--- config.mk ---
export PLATFORM = sky130hd
export DESIGN_NAME = linear_array_queue_with_search_flat
export DESIGN_NICKNAME = d
export VERILOG_FILES = /design/src/rtl/lqs_pkg.sv /design/src/rtl/lqs_req_if.sv /design/src/rtl/lqs_rsp_if.sv /design/src/rtl/lqs_cell.sv /design/src/rtl/linear_array_queue_with_search.sv /design/src/flat_wrapper.sv
export SDC_FILE = /design/constraint.sdc
export NUM_CORES = 1
export LEC_CHECK = 0
export BUFFER_PORTS_ARGS = -buffer_cell sky130_fd_sc_hd__buf_2
export CORE_MARGIN = 10
export CORE_UTILIZATION = 62
export DETAILED_ROUTE_END_ITERATION = 12
export GPL_TIMING_DRIVEN = 1
export PLACE_DENSITY = 0.8
export SLEW_MARGIN = 20
export SYNTH_ARGS = -nofsm -noshare
export SYNTH_HDL_FRONTEND = slang
export SYNTH_SLANG_ARGS = --single-unit
--- constraint.sdc ---
create_clock -name clock -period 7 [get_ports clock]
set_input_delay 1.75 -clock clock [delete_from_list [all_inputs] [get_ports clock]]
set_output_delay 1.75 -clock clock [all_outputs]
set_load 0.005 [all_outputs]
--- src/rtl/lqs_pkg.sv ---
`timescale 1ns / 1ps

package lqs_pkg;

   // Widths fixed by the item format
   localparam int OP_W     = 2;
   localparam int WORD_W   = 32;
   localparam int STATUS_W = 3;
   localparam int SLOT_W   = 4;

   // Request operations
   typedef enum logic [OP_W-1:0] {
      OP_ENQ    = 2'd0,
      OP_DEQ    = 2'd1,
      OP_TRAV   = 2'd2,
      OP_SEARCH = 2'd3
   } op_type;

   // Response status codes
   typedef enum logic [STATUS_W-1:0] {
      STAT_ENQ      = 3'd0,
      STAT_OVF      = 3'd1,
      STAT_DEQ      = 3'd2,
      STAT_UNF      = 3'd3,
      STAT_ELEM     = 3'd4,
      STAT_EMPTY    = 3'd5,
      STAT_FOUND    = 3'd6,
      STAT_NOTFOUND = 3'd7
   } status_type;

   // Controller states
   typedef enum logic {
      ST_IDLE,
      ST_SCAN
   } state_type;

   // Control broadcast from the controller to every cell
   typedef struct packed {
      logic rotate;   // every cell takes its upper neighbor's word
      logic write;    // the addressed cell loads the write word
   } cell_ctrl_type;

endpackage

--- src/rtl/lqs_req_if.sv ---
`timescale 1ns / 1ps

interface lqs_req_if;
   import lqs_pkg::*;

   logic                     valid;
   logic                     ready;
   logic [OP_W-1:0]          op;
   logic signed [WORD_W-1:0] value;

   modport source (output valid, output op, output value, input ready);
   modport sink   (input valid, input op, input value, output ready);
endinterface

--- src/rtl/lqs_rsp_if.sv ---
`timescale 1ns / 1ps

interface lqs_rsp_if;
   import lqs_pkg::*;

   logic                     valid;
   logic                     ready;
   logic [STATUS_W-1:0]      status;
   logic signed [WORD_W-1:0] data;
   logic [SLOT_W-1:0]        slot;
   logic                     last;

   modport source (output valid, output status, output data, output slot, output last,
                   input ready);
   modport sink   (input valid, input status, input data, input slot, input last,
                   output ready);
endinterface

--- src/rtl/lqs_cell.sv ---
`timescale 1ns / 1ps

module lqs_cell
   import lqs_pkg::*;
#(
   parameter int IDX_W   = 4,
   parameter int SLOT_ID = 0
) (
   input  logic                     clock,
   input  cell_ctrl_type            ctrl,
   input  logic [IDX_W-1:0]         wr_idx,
   input  logic signed [WORD_W-1:0] wr_data,
   input  logic signed [WORD_W-1:0] next_word,
   output logic signed [WORD_W-1:0] word
);

   logic signed [WORD_W-1:0] word_ff, word_in;
   logic                     wr_hit;

   assign wr_hit = (wr_idx == IDX_W'(SLOT_ID));

   // Rotate along the ring, or take a write aimed at this slot
   always_comb begin
      word_in = word_ff;
      if (ctrl.rotate) begin
         word_in = next_word;
      end else if (ctrl.write && wr_hit) begin
         word_in = wr_data;
      end
   end

   always_ff @(posedge clock) begin
      word_ff <= word_in;
   end

   assign word = word_ff;

endmodule

--- src/rtl/linear_array_queue_with_search.sv ---
`timescale 1ns / 1ps

// Linear (non-wrapping) queue of DEPTH signed 32-bit words with traverse and search.
// req_chan (valid/ready) takes one item: op and value. rsp_chan (valid/ready)
// returns the result items, the final one of each request marked by last.
// Enqueue and any request on an empty queue answer at once: the result is
// registered at the edge that accepts the item.
// Dequeue, traverse and search on a non-empty queue rotate the ring of DEPTH word
// cells once around, one slot per cycle past cell 0 while the receiver does not
// stall; no new item is taken until the turn ends, and the ring ends where it started.
// Traverse yields one result per held word, head first; dequeue and search yield one.
// A request is taken only while no scan runs and the result register is free or
// being emptied in that cycle. When rsp_chan stalls, the ring holds still.
// Reset (synchronous, active high) empties the queue and drops any pending
// result; the stored words are not cleared.
module linear_array_queue_with_search
   import lqs_pkg::*;
#(
   parameter int DEPTH = 16
) (
   input  logic       clock,
   input  logic       reset,
   lqs_req_if.sink    req_chan,
   lqs_rsp_if.source  rsp_chan
);

   localparam int IDX_W = (DEPTH > 1) ? $clog2(DEPTH) : 1;
   localparam logic [IDX_W-1:0] LAST_IDX = IDX_W'(DEPTH - 1);

   state_type                state_ff, state_in;
   logic [IDX_W-1:0]         idx_ff, idx_in;
   op_type                   op_ff, op_in;
   logic signed [WORD_W-1:0] key_ff, key_in;
   logic                     found_ff, found_in;
   logic [IDX_W-1:0]         head_ff, head_in;
   logic [IDX_W-1:0]         tail_ff, tail_in;
   logic                     empty_ff, empty_in;

   logic                     rsp_valid_ff, rsp_valid_in;
   status_type               rsp_status_ff, rsp_status_in;
   logic signed [WORD_W-1:0] rsp_data_ff, rsp_data_in;
   logic [SLOT_W-1:0]        rsp_slot_ff, rsp_slot_in;
   logic                     rsp_last_ff, rsp_last_in;

   cell_ctrl_type            ctrl;
   logic [IDX_W-1:0]         wr_idx;
   logic signed [WORD_W-1:0] cell_word [DEPTH];

   logic                     out_free;
   logic                     in_range;
   op_type                   req_op;

   // Ring of word cells; cell k takes cell k+1, the top one takes cell 0
   for (genvar k = 0; k < DEPTH; k++) begin : g_cell
      localparam int NXT = (k + 1) % DEPTH;
      lqs_cell #(
         .IDX_W   (IDX_W),
         .SLOT_ID (k)
      ) u_cell (
         .clock     (clock),
         .ctrl      (ctrl),
         .wr_idx    (wr_idx),
         .wr_data   (req_chan.value),
         .next_word (cell_word[NXT]),
         .word      (cell_word[k])
      );
   end

   assign out_free       = !rsp_valid_ff || rsp_chan.ready;
   assign req_chan.ready = (state_ff == ST_IDLE) && out_free;
   assign req_op         = op_type'(req_chan.op);
   assign in_range       = (idx_ff >= head_ff) && (idx_ff <= tail_ff);

   // Next state, pointer updates and result loading
   always_comb begin
      state_in      = state_ff;
      idx_in        = idx_ff;
      op_in         = op_ff;
      key_in        = key_ff;
      found_in      = found_ff;
      head_in       = head_ff;
      tail_in       = tail_ff;
      empty_in      = empty_ff;
      ctrl          = '0;
      wr_idx        = tail_ff;
      rsp_valid_in  = rsp_valid_ff && !rsp_chan.ready;
      rsp_status_in = rsp_status_ff;
      rsp_data_in   = rsp_data_ff;
      rsp_slot_in   = rsp_slot_ff;
      rsp_last_in   = rsp_last_ff;

      unique case (state_ff)
         ST_IDLE: begin
            if (req_chan.valid && req_chan.ready) begin
               rsp_valid_in = 1'b1;
               rsp_data_in  = '0;
               rsp_slot_in  = '0;
               rsp_last_in  = 1'b1;
               if (req_op == OP_ENQ) begin
                  if (empty_ff) begin
                     ctrl.write    = 1'b1;
                     wr_idx        = '0;
                     head_in       = '0;
                     tail_in       = '0;
                     empty_in      = 1'b0;
                     rsp_status_in = STAT_ENQ;
                  end else if (tail_ff == LAST_IDX) begin
                     rsp_status_in = STAT_OVF;
                  end else begin
                     ctrl.write    = 1'b1;
                     wr_idx        = tail_ff + 1'b1;
                     tail_in       = tail_ff + 1'b1;
                     rsp_status_in = STAT_ENQ;
                  end
               end else if (empty_ff) begin
                  rsp_status_in = (req_op == OP_DEQ) ? STAT_UNF : STAT_EMPTY;
               end else begin
                  // start a full turn of the ring
                  rsp_valid_in = rsp_valid_ff && !rsp_chan.ready;
                  state_in     = ST_SCAN;
                  idx_in       = '0;
                  op_in        = req_op;
                  key_in       = req_chan.value;
                  found_in     = 1'b0;
               end
            end
         end

         ST_SCAN: begin
            if (out_free) begin
               ctrl.rotate = 1'b1;
               idx_in      = (idx_ff == LAST_IDX) ? '0 : idx_ff + 1'b1;
               // cell 0 now holds slot idx_ff
               case (op_ff)
                  OP_DEQ: begin
                     if (idx_ff == head_ff) begin
                        rsp_valid_in  = 1'b1;
                        rsp_status_in = STAT_DEQ;
                        rsp_data_in   = cell_word[0];
                        rsp_slot_in   = '0;
                        rsp_last_in   = 1'b1;
                     end
                  end
                  OP_TRAV: begin
                     if (in_range) begin
                        rsp_valid_in  = 1'b1;
                        rsp_status_in = STAT_ELEM;
                        rsp_data_in   = cell_word[0];
                        rsp_slot_in   = SLOT_W'(idx_ff);
                        rsp_last_in   = (idx_ff == tail_ff);
                     end
                  end
                  default: begin
                     if (!found_ff && in_range && (cell_word[0] == key_ff)) begin
                        found_in      = 1'b1;
                        rsp_valid_in  = 1'b1;
                        rsp_status_in = STAT_FOUND;
                        rsp_data_in   = '0;
                        rsp_slot_in   = SLOT_W'(idx_ff);
                        rsp_last_in   = 1'b1;
                     end else if (!found_ff && (idx_ff == LAST_IDX)) begin
                        rsp_valid_in  = 1'b1;
                        rsp_status_in = STAT_NOTFOUND;
                        rsp_data_in   = '0;
                        rsp_slot_in   = '0;
                        rsp_last_in   = 1'b1;
                     end
                  end
               endcase

               // ring is back in place after the last slot
               if (idx_ff == LAST_IDX) begin
                  state_in = ST_IDLE;
                  if (op_ff == OP_DEQ) begin
                     if (head_ff >= tail_ff) begin
                        head_in  = '0;
                        tail_in  = '0;
                        empty_in = 1'b1;
                     end else begin
                        head_in = head_ff + 1'b1;
                     end
                  end
               end
            end
         end

         default: state_in = ST_IDLE;
      endcase
   end

   // Control registers
   always_ff @(posedge clock) begin
      if (reset) begin
         state_ff     <= ST_IDLE;
         head_ff      <= '0;
         tail_ff      <= '0;
         empty_ff     <= 1'b1;
         rsp_valid_ff <= 1'b0;
         idx_ff       <= '0;
         found_ff     <= 1'b0;
      end else begin
         state_ff     <= state_in;
         head_ff      <= head_in;
         tail_ff      <= tail_in;
         empty_ff     <= empty_in;
         rsp_valid_ff <= rsp_valid_in;
         idx_ff       <= idx_in;
         found_ff     <= found_in;
      end
   end

   // Payload registers
   always_ff @(posedge clock) begin
      op_ff         <= op_in;
      key_ff        <= key_in;
      rsp_status_ff <= rsp_status_in;
      rsp_data_ff   <= rsp_data_in;
      rsp_slot_ff   <= rsp_slot_in;
      rsp_last_ff   <= rsp_last_in;
   end

   assign rsp_chan.valid  = rsp_valid_ff;
   assign rsp_chan.status = rsp_status_ff;
   assign rsp_chan.data   = rsp_data_ff;
   assign rsp_chan.slot   = rsp_slot_ff;
   assign rsp_chan.last   = rsp_last_ff;

endmodule

--- src/flat_wrapper.sv ---
// flat-port wrapper written by rule: the top's interface ports become plain ports
module linear_array_queue_with_search_flat import lqs_pkg::*;
#(
   parameter int DEPTH = 16
)
  (clock, reset, req_chan_valid, req_chan_op, req_chan_value, req_chan_ready, rsp_chan_valid, rsp_chan_status, rsp_chan_data, rsp_chan_slot, rsp_chan_last, rsp_chan_ready);
  lqs_req_if req_chan_i ();
  lqs_rsp_if rsp_chan_i ();
  input  logic clock;
  input  logic reset;
  input wire logic [$bits(req_chan_i.valid)-1:0] req_chan_valid;
  input wire logic [$bits(req_chan_i.op)-1:0] req_chan_op;
  input wire logic [$bits(req_chan_i.value)-1:0] req_chan_value;
  output wire logic [$bits(req_chan_i.ready)-1:0] req_chan_ready;
  output wire logic [$bits(rsp_chan_i.valid)-1:0] rsp_chan_valid;
  output wire logic [$bits(rsp_chan_i.status)-1:0] rsp_chan_status;
  output wire logic [$bits(rsp_chan_i.data)-1:0] rsp_chan_data;
  output wire logic [$bits(rsp_chan_i.slot)-1:0] rsp_chan_slot;
  output wire logic [$bits(rsp_chan_i.last)-1:0] rsp_chan_last;
  input wire logic [$bits(rsp_chan_i.ready)-1:0] rsp_chan_ready;
  assign req_chan_i.valid = req_chan_valid;
  assign req_chan_i.op = req_chan_op;
  assign req_chan_i.value = req_chan_value;
  assign req_chan_ready = req_chan_i.ready;
  assign rsp_chan_valid = rsp_chan_i.valid;
  assign rsp_chan_status = rsp_chan_i.status;
  assign rsp_chan_data = rsp_chan_i.data;
  assign rsp_chan_slot = rsp_chan_i.slot;
  assign rsp_chan_last = rsp_chan_i.last;
  assign rsp_chan_i.ready = rsp_chan_ready;
  linear_array_queue_with_search #(.DEPTH(DEPTH)) u_core (.clock(clock), .reset(reset), .req_chan(req_chan_i), .rsp_chan(rsp_chan_i));
endmodule
==> run_results.csv <==
group,metric,value,unit
run_status,status,"finished clean",
detailed_routing,drt-initial-drc-count,1788,
detailed_routing,antenna_left,0,
detailed_routing,drc,0,
timing,hold_violations,0,
clock_tree,clock_sink_count,602,
worst_setup_path,cp.arrival,4.48,ns
timing,finalSetupViolCount,0,
global_route,grt_usage,21.3,%
cells_and_area,area_delta_synth_final,9.59,%
timing,rsz0062_at_grt,"false",
clock_tree,cts_made_buffers,56,
yosys,synth_warnings,0,
global_route,met2_usage,33.4,%
clock_tree,cts.repair.resized,0,
global_route,grt_busiest_layer,"met2",
placement,io_buffers,79,
placement,dp_hpwl,29700,um
die,start_util,63.0,%
cells_and_area,final_common_cell,"edfxtp_1",
global_route,grt_pass1_wl,78300,um
power,worst_ir_drop_vdd,0.000214,V
global_route,grt_pass1_vias,13200,
global_route,met1_usage,30.0,%
yosys,avgSynthCellArea,15.6,sq um
worst_setup_path,crit_type,"input pin to register",
cells_and_area,mostFrequentLayoutCells,"edfxtp_1 (586), a21o_1 (513), buf_2 (79), and2_1 (70), clkbuf_16 (57)",
power,leakage,11.2,nW
die,die_w,219,um
worst_setup_path,end_kind,"register",
detailed_routing,dr_total_vias,13400,
timing,period_minus_slack,4.22,ns
cells_and_area,drive_gt1_share,12.0,%
die,ioPinCount,80,
worst_setup_path,required,7.27,ns
clock_tree,clkTransAtPathRegs,0.06,ns
clock_tree,htreeDepth,2,
die,row_count,72,
timing,slew_headroom,30.5,%
cells_and_area,postLayoutCoreUtil,69.1,%
global_route,antenna_found_initial,0,
cells_and_area,diodes,0,
cells_and_area,fin_nets,1636,
min_path,hold_class,"register to register",
die,design.die.area,47800,sq um
yosys,synthArstFlopShare,0,%
cells_and_area,multi_input_area,5990,sq um
cells_and_area,ff_latch_area,17900,sq um
detailed_routing,avgViaCountPerCell,6.26,
global_route,grtUsageMet3,3.99,%
clock_tree,cts_tree,"done",
clock_tree,cts.hold.buffers_added,0,
global_route,grt_max_degree,220,
yosys,syn_area,24500,sq um
global_route,grt_overflow_total,0,
timing,maxSlewViolCount,0,
yosys,yosysUniqueCellTypes,50,
detailed_routing,drt-pass1-iter-count,6,
yosys,synth_flop_cell,"edfxtp_1",
power,powerDensity,276,nW/um^2
worst_setup_path,crit_fanout,18,
die,core,38800,sq um
yosys,synthCells,1571,
placement,gp_congestion,0.855,
yosys,synthesis.nets,1627,
clock_tree,clk_latency,0.62,ns
run,maxCapViolCount,0,
timing,fin_crit_sh,60.3,%
yosys,synth_edf_count,586,
timing,skew,0.0230,ns
yosys,seq_area_frac_synth,73.2,%
timing,fmax,0.237,GHz
detailed_routing,avgRoutedWirePerCell,23.9,um
clock_tree,cts_buffer_depth,3,
timing,tightest_slew,1.04,ns
clock_tree,cts_root_buffer,"clkbuf_16",
detailed_routing,routed_wl,51100,um
yosys,synth_seq_cells,602,
clock_tree,cts_setup_buffers,0,
cells_and_area,fillers,2457,
worst_setup_path,cp-start-kind,"input pin",
timing,setup_tns,0,ns
die,dieHeight,219,um
==> critical path, stage by stage <==
cell     delay (ns)
buf_2          0.14
nor3b_2        0.27
nand3_1        0.45
nor2_1         0.39
a21oi_1        0.14
o22a_1         0.29
o21ai_4        0.57
buf_4          0.45
==> layout make-up <==
class / instances / share of cell area, %
multi-input combinational: 813 / 22.3
clock inverter: 23 / 0.793
tap: 518 / 2.42
inverter: 14 / 0.196
sequential: 602 / 66.8
timing repair buffer: 93 / 1.96
clock buffer: 71 / 5.51
==> worst paths after layout <==
| path | startpoint | end | slack [ns] | cells after the start |
|---|---|---|---|---|
| worst max-delay path | req_chan_op[0] | u_core.g_cell[13].u_cell.word[30] | 2.78 | 8 |
| worst min-delay path | u_core.found_ff | u_core.found_ff | 0.47 | 2 |
| worst max register to register | u_core.tail_ff[0] | u_core.g_cell[11].u_cell.word[21] | 3.33 | 7 |
| worst min register to register | u_core.found_ff | u_core.found_ff | 0.47 | 2 |
==> cells in the mapped netlist, types with 13 or more instances <==
cell type,n,area share (%)
buf_2,67,1.4
inv_1,13,0.20
o21ai_0,17,0.35
xor2_1,20,0.72
nand2_1,21,0.32
edfxtp_1,586,72
ha_1,18,0.92
a21oi_1,18,0.37
a21o_1,521,16
xnor2_1,16,0.57
clkbuf_2,20,0.41
nor2_1,24,0.37
and2_1,70,1.8
dfxtp_1,16,1.3
clkbuf_1,52,0.80
==> registers in the layout (all words and copies together), names as in the netlist <==
name and count:
u_core.empty_ff 1, u_core.found_ff 1, u_core.g_cell.u_cell.word 512, u_core.head_ff 4, u_core.idx_ff 4, u_core.key_ff 32
u_core.op_ff 2, u_core.rsp_chan.data 32, u_core.rsp_chan.last 1, u_core.rsp_chan.slot 4, u_core.rsp_chan.status 3, u_core.rsp_chan.valid 1
u_core.state_ff 1, u_core.tail_ff 4
==> stage by stage <==
step                      setup slack (ns)  std cells  total power [mW]  cell area, sq um  hold slack, ns
final                                 2.78       2134              7.41             26800           0.468
after global routing                  2.72       2134              7.64             26800           0.503
after detailed placement              2.27       2040              4.60             25100           0.463
after CTS                             2.80       2134              7.46             26800           0.473
after global placement                2.40       2040              4.58             25100           0.448
after floorplan                       1.58       1571              4.47             24500           0.429
==> metal layers <==
layer,routed length [um],vias to the layer above
met5,0,-
met4,964,0
met3,4030,75
met2,24600,587
met1,21500,6761
li1,-,5928
==> report_power, final <==
part | total (mW) | internal, mW | leakage (nW) | switching [mW]
Clock | 2.88 | 1.63 | 0.825 | 1.26
Combinational | 0.419 | 0.164 | 4.95 | 0.255
Sequential | 4.11 | 4.07 | 5.46 | 0.0354
==> cell families after synthesis <==
family / after synthesis / share of synthesized area [%]
flops: 602 / 73.2
mux: 3 / 0.143
simple gates: 167 / 3.84
xor+xnor: 36 / 1.29
fa+ha+maj: 18 / 0.920
compound gates: 589 / 17.8
buf+inv: 156 / 2.84
No activity file was read; power rests on OpenSTA's default activity.
